==> config.mk <==
export PLATFORM = sky130hd
export DESIGN_NAME = motion_command_token_parser_core
export DESIGN_NICKNAME = d
export VERILOG_FILES = /design/src/design/mctp_pkg.sv /design/src/design/mctp_token_unit.sv /design/src/design/mctp_rsp_reg.sv /design/src/design/motion_command_token_parser_core.sv
export SDC_FILE = /design/constraint.sdc
export NUM_CORES = 1
export LEC_CHECK = 0
export BUFFER_PORTS_ARGS = -buffer_cell sky130_fd_sc_hd__buf_4
export CAP_MARGIN = 20
export CORE_ASPECT_RATIO = 1.1
export CORE_MARGIN = 5
export CORE_UTILIZATION = 45
export DETAILED_ROUTE_END_ITERATION = 8
export GPL_TIMING_DRIVEN = 0
export PLACE_DENSITY = 0.69
export REMOVE_ABC_BUFFERS = 1
export SLEW_MARGIN = 5
export SYNTH_ARGS = -nofsm -noshare
export SYNTH_HDL_FRONTEND = slang
export SYNTH_HIERARCHICAL = 1
export SYNTH_SLANG_ARGS = --single-unit
==> constraint.sdc <==
create_clock -name clock -period 8 [get_ports clock]
set_input_delay 1.6 -clock clock [delete_from_list [all_inputs] [get_ports clock]]
set_output_delay 1.6 -clock clock [all_outputs]
set_load 0.02 [all_outputs]
==> src/design/mctp_pkg.sv <==
// ---------------------------------------------------------------------------
// Motion command token parser package
// Shared types, character codes and helpers for the token parser.
// ---------------------------------------------------------------------------
package mctp_pkg;

   localparam logic [7:0] CHAR_SPACE   = 8'h20;
   localparam logic [7:0] CHAR_NEWLINE = 8'h0A;
   localparam logic [7:0] CHAR_NUL     = 8'h00;
   localparam logic [7:0] CHAR_ZERO    = 8'h30;
   localparam logic [7:0] CHAR_NINE    = 8'h39;
   localparam logic [7:0] CHAR_LOWER_A = 8'h61;
   localparam logic [7:0] CHAR_LOWER_Z = 8'h7A;
   localparam logic [7:0] CHAR_L       = 8'h4C;
   localparam logic [7:0] CHAR_R       = 8'h52;
   localparam logic [7:0] CHAR_V       = 8'h56;
   localparam logic [7:0] CHAR_A       = 8'h41;
   localparam logic [7:0] CHAR_S       = 8'h53;
   localparam logic [7:0] CHAR_I       = 8'h49;

   localparam logic [13:0] MAG_MAX = 14'h3FFF;
   localparam logic [15:0] U16_MAX = 16'hFFFF;
   localparam logic [1:0]  COUNT_FULL = 2'd3;

   typedef enum logic [1:0] {
      AXIS_LINEAR = 2'd0,
      AXIS_ROTATE = 2'd1,
      AXIS_VIBRATE = 2'd2,
      AXIS_AUX = 2'd3
   } axis_type;

   typedef enum logic [1:0] {
      TGT_MAG = 2'd0,
      TGT_SPD = 2'd1,
      TGT_INT = 2'd2
   } target_type;

   typedef struct packed {
      logic        execute_now;
      logic [15:0] interval_ms;
      logic [15:0] speed_value;
      logic [13:0] magnitude;
      logic [3:0]  channel_num;
      logic [1:0]  axis_kind;
      logic        ok;
   } rsp_type;

   function automatic logic is_term(input logic [7:0] c);
      is_term = (c == CHAR_SPACE) || (c == CHAR_NEWLINE);
   endfunction

   function automatic logic is_digit(input logic [7:0] c);
      is_digit = (c >= CHAR_ZERO) && (c <= CHAR_NINE);
   endfunction

   function automatic logic [7:0] upcase(input logic [7:0] c);
      upcase = ((c >= CHAR_LOWER_A) && (c <= CHAR_LOWER_Z)) ? (c - 8'd32) : c;
   endfunction

   function automatic logic [16:0] pow_ten(input logic [2:0] idx);
      case (idx)
         3'd0:    pow_ten = 17'd1;
         3'd1:    pow_ten = 17'd10;
         3'd2:    pow_ten = 17'd100;
         3'd3:    pow_ten = 17'd1000;
         3'd4:    pow_ten = 17'd10000;
         3'd5:    pow_ten = 17'd100000;
         default: pow_ten = 17'd0;
      endcase
   endfunction

endpackage

==> src/design/mctp_token_unit.sv <==
// ---------------------------------------------------------------------------
// Token state unit
// Holds the state of the token being collected, updates it from one
// character a cycle when stepped and forms the result when a terminator arrives.
// ---------------------------------------------------------------------------
module mctp_token_unit #(
   parameter int FRACTION_DIGITS = 4
) (
   input  logic             clock,
   input  logic             reset,
   input  logic             step,
   input  logic [7:0]       char_in,
   output mctp_pkg::rsp_type result
);

   localparam logic [2:0] FD = 3'(FRACTION_DIGITS);

   logic [1:0]             char_count_ff, char_count_in;
   mctp_pkg::axis_type     kind_ff, kind_in;
   logic [3:0]             channel_ff, channel_in;
   mctp_pkg::target_type   target_ff, target_in;
   logic [2:0]             order_ff, order_in;
   logic [13:0]            mag_ff, mag_in;
   logic [15:0]            speed_ff, speed_in;
   logic [15:0]            interval_ff, interval_in;
   logic                   failed_ff, failed_in;
   logic                   ended_ff, ended_in;

   logic [7:0]  up;
   logic [3:0]  digit;
   logic        frac_en;
   logic [19:0] add;
   logic [20:0] mag_sum;
   logic [20:0] speed_sum;
   logic [19:0] int_sum;
   logic        ok;

   assign up        = mctp_pkg::upcase(char_in);
   assign digit     = 4'(char_in - mctp_pkg::CHAR_ZERO);
   assign frac_en   = (order_ff <= FD);
   assign add       = frac_en ? 20'(digit * mctp_pkg::pow_ten(3'(FD - order_ff))) : 20'd0;
   assign mag_sum   = {7'd0, mag_ff} + {1'b0, add};
   assign speed_sum = {5'd0, speed_ff} + {1'b0, add};
   assign int_sum   = ({4'd0, interval_ff} << 3) + ({4'd0, interval_ff} << 1)
                      + {16'd0, digit};
   assign ok        = !failed_ff && (char_count_ff == mctp_pkg::COUNT_FULL);

   always_comb begin
      result.ok          = ok;
      result.axis_kind   = ok ? kind_ff : 2'd0;
      result.channel_num = ok ? channel_ff : 4'd0;
      result.magnitude   = ok ? mag_ff : 14'd0;
      result.speed_value = ok ? speed_ff : 16'd0;
      result.interval_ms = ok ? interval_ff : 16'd0;
      result.execute_now = (char_in == mctp_pkg::CHAR_NEWLINE);
   end

   always_comb begin
      char_count_in = char_count_ff;
      kind_in       = kind_ff;
      channel_in    = channel_ff;
      target_in     = target_ff;
      order_in      = order_ff;
      mag_in        = mag_ff;
      speed_in      = speed_ff;
      interval_in   = interval_ff;
      failed_in     = failed_ff;
      ended_in      = ended_ff;
      if (mctp_pkg::is_term(char_in)) begin
         char_count_in = 2'd0;
         kind_in       = mctp_pkg::AXIS_LINEAR;
         channel_in    = 4'd0;
         target_in     = mctp_pkg::TGT_MAG;
         order_in      = 3'd1;
         mag_in        = 14'd0;
         speed_in      = 16'd0;
         interval_in   = 16'd0;
         failed_in     = 1'b0;
         ended_in      = 1'b0;
      end else if (ended_ff) begin
         ended_in = 1'b1;
      end else if (char_in == mctp_pkg::CHAR_NUL) begin
         ended_in = 1'b1;
      end else begin
         if (!failed_ff) begin
            if (char_count_ff == 2'd0) begin
               if (up == mctp_pkg::CHAR_L)      kind_in = mctp_pkg::AXIS_LINEAR;
               else if (up == mctp_pkg::CHAR_R) kind_in = mctp_pkg::AXIS_ROTATE;
               else if (up == mctp_pkg::CHAR_V) kind_in = mctp_pkg::AXIS_VIBRATE;
               else if (up == mctp_pkg::CHAR_A) kind_in = mctp_pkg::AXIS_AUX;
               else failed_in = 1'b1;
            end else if (char_count_ff == 2'd1) begin
               if (mctp_pkg::is_digit(char_in)) channel_in = digit;
               else failed_in = 1'b1;
            end else if (mctp_pkg::is_digit(char_in)) begin
               if (target_ff == mctp_pkg::TGT_INT) begin
                  interval_in = (int_sum > 20'(mctp_pkg::U16_MAX)) ?
                                mctp_pkg::U16_MAX : int_sum[15:0];
               end else begin
                  if (frac_en) order_in = order_ff + 3'd1;
                  if (target_ff == mctp_pkg::TGT_MAG) begin
                     mag_in = (mag_sum > 21'(mctp_pkg::MAG_MAX)) ?
                              mctp_pkg::MAG_MAX : mag_sum[13:0];
                  end else begin
                     speed_in = (speed_sum > 21'(mctp_pkg::U16_MAX)) ?
                                mctp_pkg::U16_MAX : speed_sum[15:0];
                  end
               end
            end else begin
               order_in = 3'd1;
               if (up == mctp_pkg::CHAR_S)      target_in = mctp_pkg::TGT_SPD;
               else if (up == mctp_pkg::CHAR_I) target_in = mctp_pkg::TGT_INT;
               else failed_in = 1'b1;
            end
         end
         if (char_count_ff != mctp_pkg::COUNT_FULL) char_count_in = char_count_ff + 2'd1;
      end
   end

   always_ff @(posedge clock) begin
      if (reset) begin
         char_count_ff <= 2'd0;
         kind_ff       <= mctp_pkg::AXIS_LINEAR;
         channel_ff    <= 4'd0;
         target_ff     <= mctp_pkg::TGT_MAG;
         order_ff      <= 3'd1;
         mag_ff        <= 14'd0;
         speed_ff      <= 16'd0;
         interval_ff   <= 16'd0;
         failed_ff     <= 1'b0;
         ended_ff      <= 1'b0;
      end else if (step) begin
         char_count_ff <= char_count_in;
         kind_ff       <= kind_in;
         channel_ff    <= channel_in;
         target_ff     <= target_in;
         order_ff      <= order_in;
         mag_ff        <= mag_in;
         speed_ff      <= speed_in;
         interval_ff   <= interval_in;
         failed_ff     <= failed_in;
         ended_ff      <= ended_in;
      end
   end

endmodule

==> src/design/mctp_rsp_reg.sv <==
// ---------------------------------------------------------------------------
// Result register
// Holds one finished result until the downstream side takes it.
// ---------------------------------------------------------------------------
module mctp_rsp_reg (
   input  logic              clock,
   input  logic              reset,
   input  logic              load,
   input  mctp_pkg::rsp_type data_in,
   input  logic              rsp_tready,
   output logic              rsp_tvalid,
   output logic [55:0]       rsp_tdata,
   output logic              free
);

   logic              valid_ff, valid_in;
   mctp_pkg::rsp_type data_ff;

   assign free       = !valid_ff || rsp_tready;
   assign valid_in   = load || (valid_ff && !rsp_tready);
   assign rsp_tvalid = valid_ff;
   assign rsp_tdata  = {2'b00, data_ff};

   always_ff @(posedge clock) begin
      if (reset) begin
         valid_ff <= 1'b0;
      end else begin
         valid_ff <= valid_in;
      end
   end

   always_ff @(posedge clock) begin
      if (load) begin
         data_ff <= data_in;
      end
   end

endmodule

==> src/design/motion_command_token_parser_core.sv <==
// ---------------------------------------------------------------------------
// Motion command token parser core
// The request register holds each character; a terminator's result then goes
// to the result register. One request per cycle unless a terminator waits.
// A terminator waits in the request register only while a result is held.
// Reset: synchronous, active high; clears the token state and both valids.
// ---------------------------------------------------------------------------
module motion_command_token_parser_core #(
   parameter int FRACTION_DIGITS = 4
) (
   input  logic        clock,
   input  logic        reset,
   input  logic        req_tvalid,
   output logic        req_tready,
   input  logic [7:0]  req_tdata,   // [7:0] char_in
   output logic        rsp_tvalid,
   input  logic        rsp_tready,
   output logic [55:0] rsp_tdata    // [0] ok, [2:1] axis_kind, [6:3] channel_num,
                                    // [20:7] magnitude, [36:21] speed_value,
                                    // [52:37] interval_ms, [53] execute_now
);

   logic              req_valid_ff, req_valid_in;
   logic [7:0]        char_ff;
   logic              rsp_free;
   logic              term;
   logic              step;
   logic              accept;
   mctp_pkg::rsp_type result;

   assign term         = mctp_pkg::is_term(char_ff);
   assign step         = req_valid_ff && (!term || rsp_free);
   assign req_tready   = !req_valid_ff || step;
   assign accept       = req_tvalid && req_tready;
   assign req_valid_in = accept || (req_valid_ff && !step);

   always_ff @(posedge clock) begin
      if (reset) begin
         req_valid_ff <= 1'b0;
      end else begin
         req_valid_ff <= req_valid_in;
      end
   end

   always_ff @(posedge clock) begin
      if (accept) begin
         char_ff <= req_tdata;
      end
   end

   mctp_token_unit #(
      .FRACTION_DIGITS (FRACTION_DIGITS)
   ) u_token (
      .clock   (clock),
      .reset   (reset),
      .step    (step),
      .char_in (char_ff),
      .result  (result)
   );

   mctp_rsp_reg u_rsp (
      .clock      (clock),
      .reset      (reset),
      .load       (step && term),
      .data_in    (result),
      .rsp_tready (rsp_tready),
      .rsp_tvalid (rsp_tvalid),
      .rsp_tdata  (rsp_tdata),
      .free       (rsp_free)
   );

endmodule

==> results of run 1 <==
flip-flops by register name, indices dropped and copies added (netlist names):
name,cells
u_rsp/rsp_tdata,54
char_ff,8
u_token/order_ff,3
u_token/char_count_ff,2
u_token/kind_ff,2
u_token/ended_ff,1
u_token/speed_ff,16
u_token/channel_ff,4
u_token/target_ff,2
u_token/failed_ff,1
req_valid_ff,1
u_token/interval_ff,16
u_token/mag_ff,14
u_rsp/rsp_tvalid,1
cell type report:
class	count	share of cell area
multi-input cells	806	0.547
flip-flops and latches	125	0.292
repair buffers	72	0.0528
clock buffers	18	0.0401
well taps	256	0.0300
inverters	59	0.0207
clock inverters	14	0.0171
kinds of logic (layout without fill, tap and decap cells):
kind of cell / count (synthesis) / after routing / share of synthesized area
buffers and inverters: 95 / 163 / 0.0427
AOI/OAI and AO/OA: 310 / 310 / 0.211
adders and majority gates: 125 / 125 / 0.186
muxes: 4 / 4 / 0.00441
xor gates and xnor gates: 41 / 41 / 0.0384
DFF: 125 / 125 / 0.334
and+or+nand+nor: 324 / 324 / 0.183
other: 1 / 2 / 0.000401
cell usage in the layout (no fill, tap or decap), types with 8 or more instances in the layout:
master,count
and3_1,10
inv_1,59
dfxtp_1,63
a21oi_1,92
fa_1,23
nor2b_1,11
buf_4,68
nand2_1,64
o21a_1,14
a211oi_1,11
ha_1,102
clkbuf_16,17
nor3_1,16
edfxtp_1,62
nand2b_1,14
o21ai_0,65
nand3_1,16
xnor2_1,25
and2_1,72
a21o_1,16
a32oi_1,9
nor2_1,75
a22oi_1,17
o211ai_1,8
xor2_1,16
a31oi_1,26
layer usage:
metal,vias up,global-route usage
li1,3851,-
met1,3634,0.226
met2,168,0.303
met3,24,0.0295
met4,0,0.0572
met5,-,0
power by group:
part           internal, mW  switching [mW]
Clock                 0.497           0.308
Sequential            0.673          0.0137
Combinational         0.196           0.311
Total                  1.37           0.633
metrics by stage:
step	setup slack (ns)	hold WS (ns)	cells	utilization	power, mW
after floorplan	1.37	0.421	990	-	1.09
after global placement	0.317	0.441	1313	0.488	1.19
after detailed placement	0.243	0.443	1317	0.491	1.20
after CTS	0.210	0.452	1349	0.521	2.01
after global routing	0.00241	0.472	1350	0.521	2.10
final	0.595	0.450	1350	0.521	2.00
final timing paths:
path                               to  slack [ns]                start
hold / removal     u_token/kind_ff[1]        0.45   u_token/kind_ff[1]
setup / recovery  u_token/speed_ff[4]        0.60  u_token/order_ff[0]
setup reg to reg  u_token/speed_ff[4]        0.60  u_token/order_ff[0]
hold reg to reg    u_token/kind_ff[1]        0.45   u_token/kind_ff[1]
tightest hold or removal path: stages, from the launching register on:
cell and delay, ns:
dfxtp_1 0.31, nand2_1 0.05, a21oi_1 0.05
==> results.cfg, run 1 <==
[worst_setup_path]
max_stage_delay_ns = 0.54
critPathRequiredTime_ns = 8.27
cp_max_fo = 17
reg2reg_depth = 28
crit_family = adder cells
path_class = flop to flop
cp.depth = 28
cp_slowest_cell = fa_1
worstSetupStartpointType = flop
worstSetupEndpointType = flop
crit_top_cell = ha_1
cp.arrival_ns = 7.67
path_buf_inv = 4

[global_routing]
antenna_found_initial = 0
grtUsageTotal = 0.176
grt_pass1_vias = 7258
grt_pass1_wl_um = 34700
grt_overflow_total = 0
grt_max_degree = 54

[timing]
max_freq_mhz = 135
hold_viol = 0
worst_slew_pin_slew_ns = 1.00
skew_ns = 0.0106
setup_viol = 0
period_share = 0.926
final_max_slew_viol_count = 0
slew_headroom = 0.330
fin_crit_ns = 7.40
tns_ns = 0
rsz0062_at_grt = false

[drt]
wl_per_cell_um = 15.3
dr.pass1.iters = 5
wl_um = 20700
viasPerCell = 5.69
met1Wirelength_um = 9610
drt_iter0_drc = 397
vias = 7677
post-route-drc-count = 0
top_layer = met4
met3WireLength_um = 751
ant_nets = 0
met2_length_um = 10000

[clock_network]
cts_tree = done
cts_buffer_depth = 2
htree_levels = 4
cts_post_setup_buffers_inserted = 0
holdBufCountCts = 0
ctsResizeCount = 0
clk_pin_slew_ns = 0.06
cts.sink_count = 125
clk_latency_ns = 0.43
clockRootBuffer = clkbuf_16
cts_buffers = 17

[synth]
yosys_warnings = 6
synth_area_per_cell_um2 = 9.12
yosys.area.top_type = edfxtp_1
netlist_instances = 1025
ys_async_sr_fraction = 0
synthFlopType = dfxtp_1
yosysTopAreaCellShare = 0.199
synth_enable_flop_cells = 62
synth.most_common_cell = ha_1
synthesis.area_um2 = 9350
seq_area_frac_synth = 0.334
synth_area_leaders = edfxtp_1 20%, ha_1 14%, dfxtp_1 13%
ys_types = 78
ys_top_cells_by_count = 102 x ha_1, 92 x a21oi_1, 76 x nor2_1
synth-seq-cells = 125

[finish]
n_antenna_cell = 0
multiInputGateArea_um2 = 5850
seq_area_um2 = 3120
nNetsFinal = 1218
drive_gt1_frac = 0.118
syn2layout_area_growth_pct = 14.3
final_area_um2 = 10700
fillers = 1869

[worst_hold_path]
holdPathStages = 2
hold_class = flop to flop

[floorplanning]
rows = 55
start_util = 0.456
die-area_um2 = 23800
die_w_um = 147
coreArea_um2 = 20500
io_pins = 70
fp.dieH_um = 161

[power_and_ir_drop]
p_per_area_nw_per_um2 = 187
vdd_drop_max_mv = 0.136
power.leakage_nw = 4.62

[placement]
dp_hpwl_um = 15500
place_area_um2 = 10100
gp_congestion = 0.906
portBuffers = 67

[status]
status = finished, final reports clean

[run]
max-cap-violations = 0
Power figures use the tool's default switching activity.
==> inputs of run 2 (changes only) <==
--- a/config.mk
+++ b/config.mk
@@ -13,7 +13,6 @@
 export DETAILED_ROUTE_END_ITERATION = 8
 export GPL_TIMING_DRIVEN = 0
 export PLACE_DENSITY = 0.69
-export REMOVE_ABC_BUFFERS = 1
 export SLEW_MARGIN = 5
 export SYNTH_ARGS = -nofsm -noshare
 export SYNTH_HDL_FRONTEND = slang
==> run 2 against run 1 <==
Effect of this change:
- sequential cell count stayed put
- final cell count up 2.4%
- first-iteration DRC count rose by 25%
- sequential power shrank 0.9%
- largest cell class unchanged
- highest routed layer unchanged
==> results.cfg, run 2 (synthesized netlist as in run 1, its figures left out) <==
[timing]
fin_crit_ns = 7.47
period_share = 0.934
slew_headroom = 0.378
tns_ns = 0
max_freq_mhz = 134
worst_slew_pin_slew_ns = 0.933
skew_ns = 0.00838
worst_slack_ns = 0.532
final_max_slew_viol_count = 0
hold_viol = 0
setup_viol = 0
rsz0062_at_grt = false

[global_routing]
busiest_layer = met2
grt_pass1_vias = 7578
antenna_found_initial = 0
grt_max_degree = 35
grtUsageMet3 = 0.0314
grt_overflow_total = 0
grt_pass1_wl_um = 37000
globalRouteMet1Util = 0.259
grtUsageTotal = 0.189
met2_usage = 0.305

[drt]
vias = 7828
drt_iter0_drc = 497
wl_um = 21800
dr.pass1.iters = 5
viasPerCell = 5.66
wl_per_cell_um = 15.8
ant_nets = 0
post-route-drc-count = 0

[placement]
dp_hpwl_um = 16900
gp_congestion = 0.865
dp_cells = 1350
dp_slack_ns = 0.396
portBuffers = 67

[worst_setup_path]
cp_max_fo = 10
cp_slowest_cell = fa_1
path_buf_inv = 5
reg2reg_setup_slack_ns = 0.53
path_class = flop to flop
crit_family = adder cells
critPathRequiredTime_ns = 8.29
worstSetupStartpointType = flop
crit_top_cell = ha_1
max_stage_delay_ns = 0.53
worstSetupEndpointType = flop
cp.arrival_ns = 7.76

[finish]
fin_cells = 1382
final_common_cell = ha_1
mostFrequentLayoutCells = 102 x ha_1, 92 x a21oi_1, 75 x nor2_1
n_antenna_cell = 0
largest_reg_flops = 54
nNetsFinal = 1250
drive_gt1_frac = 0.123
syn2layout_area_growth_pct = 15.4

[power_and_ir_drop]
power.total_mw = 1.95
vdd_drop_max_mv = 0.0862
p_per_area_nw_per_um2 = 181
power.leakage_nw = 4.69
switching_share = 0.331
p_int_mw = 1.30
power_frac_comb = 0.273
clkPwrFrac = 0.378
switchingPower_mw = 0.646
seqPwrFrac = 0.349

[floorplanning]
start_util = 0.456
die-area_um2 = 23800
io_pins = 70
coreArea_um2 = 20500
fp.dieH_um = 161
die_w_um = 147
rows = 55

[clock_network]
clk_pin_slew_ns = 0.06
htree_levels = 4
cts_post_setup_buffers_inserted = 0
clk_latency_ns = 0.42
clockRootBuffer = clkbuf_16
cts_buffers = 17
cts.sink_count = 125
holdBufCountCts = 0
cts_buffer_depth = 2
cts_tree = done

[worst_hold_path]
hold_class = flop to flop

[run]
max-cap-violations = 0

[status]
status = finished, final reports clean
==> run 2: cell types whose count changed in the layout (fill, tap and decap cells not counted), sizes merged <==
cell	change
buf	+10
bufinv	-2
clkbuf	+22
clkinv	+2
clkinvlp	+1
inv	-1
==> run 2: final timing paths <==
path / start / to / depth (start not counted)
setup / recovery: u_token/order_ff[0] / u_token/speed_ff[14] / 28
hold / removal: u_token/kind_ff[0] / u_token/kind_ff[0] / 2
setup reg to reg: u_token/order_ff[0] / u_token/speed_ff[14] / 28
hold reg to reg: u_token/kind_ff[0] / u_token/kind_ff[0] / 2
==> run 2: cell type report <==
cell class                      count  area [µm²]
Fill cell                        1855        9720
Buffer                             36         179
Clock buffer                       18         429
Inverter                           59         221
Timing Repair Buffer               68         523
Multi-Input combinational cell    806        5860
Clock inverter                     14         135
Tap cell                          256         320
Sequential cell                   125        3120
==> run 2: power groups by stage <==
stage / Combinational, mW / Clock [mW] / Sequential (mW)
floorplan: 0.403 / 0 / 0.692
global placement: 0.522 / 0 / 0.694
detailed placement: 0.527 / 0 / 0.694
CTS: 0.529 / 0.751 / 0.680
global route: 0.602 / 0.785 / 0.681
finish: 0.533 / 0.738 / 0.680
==> run 2: layer usage <==
metal  share of wire  wire, µm
met2            0.47     10200
met5               0         0
met3           0.045       988
met4           0.019       411
met1            0.47     10200
==> run 2: worst min-delay path: stages, from the launching register on <==
cell	delay, ns
dfxtp_1	0.31
nand2_1	0.05
a21oi_1	0.06
==> run 2: repair_timing <==
action / in CTS / in global routing
endpoints found under the setup margin: 0 / 26
hold endpoints to repair: 0 / 0
resized for setup: 0 / 6
==> run 2: through the flow <==
step / utilization / area (µm²) / hold slack [ns]
after global placement: 0.496 / 10200 / 0.437
final: 0.526 / 10800 / 0.472
after global routing: 0.526 / 10800 / 0.497
after detailed placement: 0.498 / 10200 / 0.460
after floorplan: - / 9360 / 0.427
after CTS: 0.525 / 10800 / 0.467
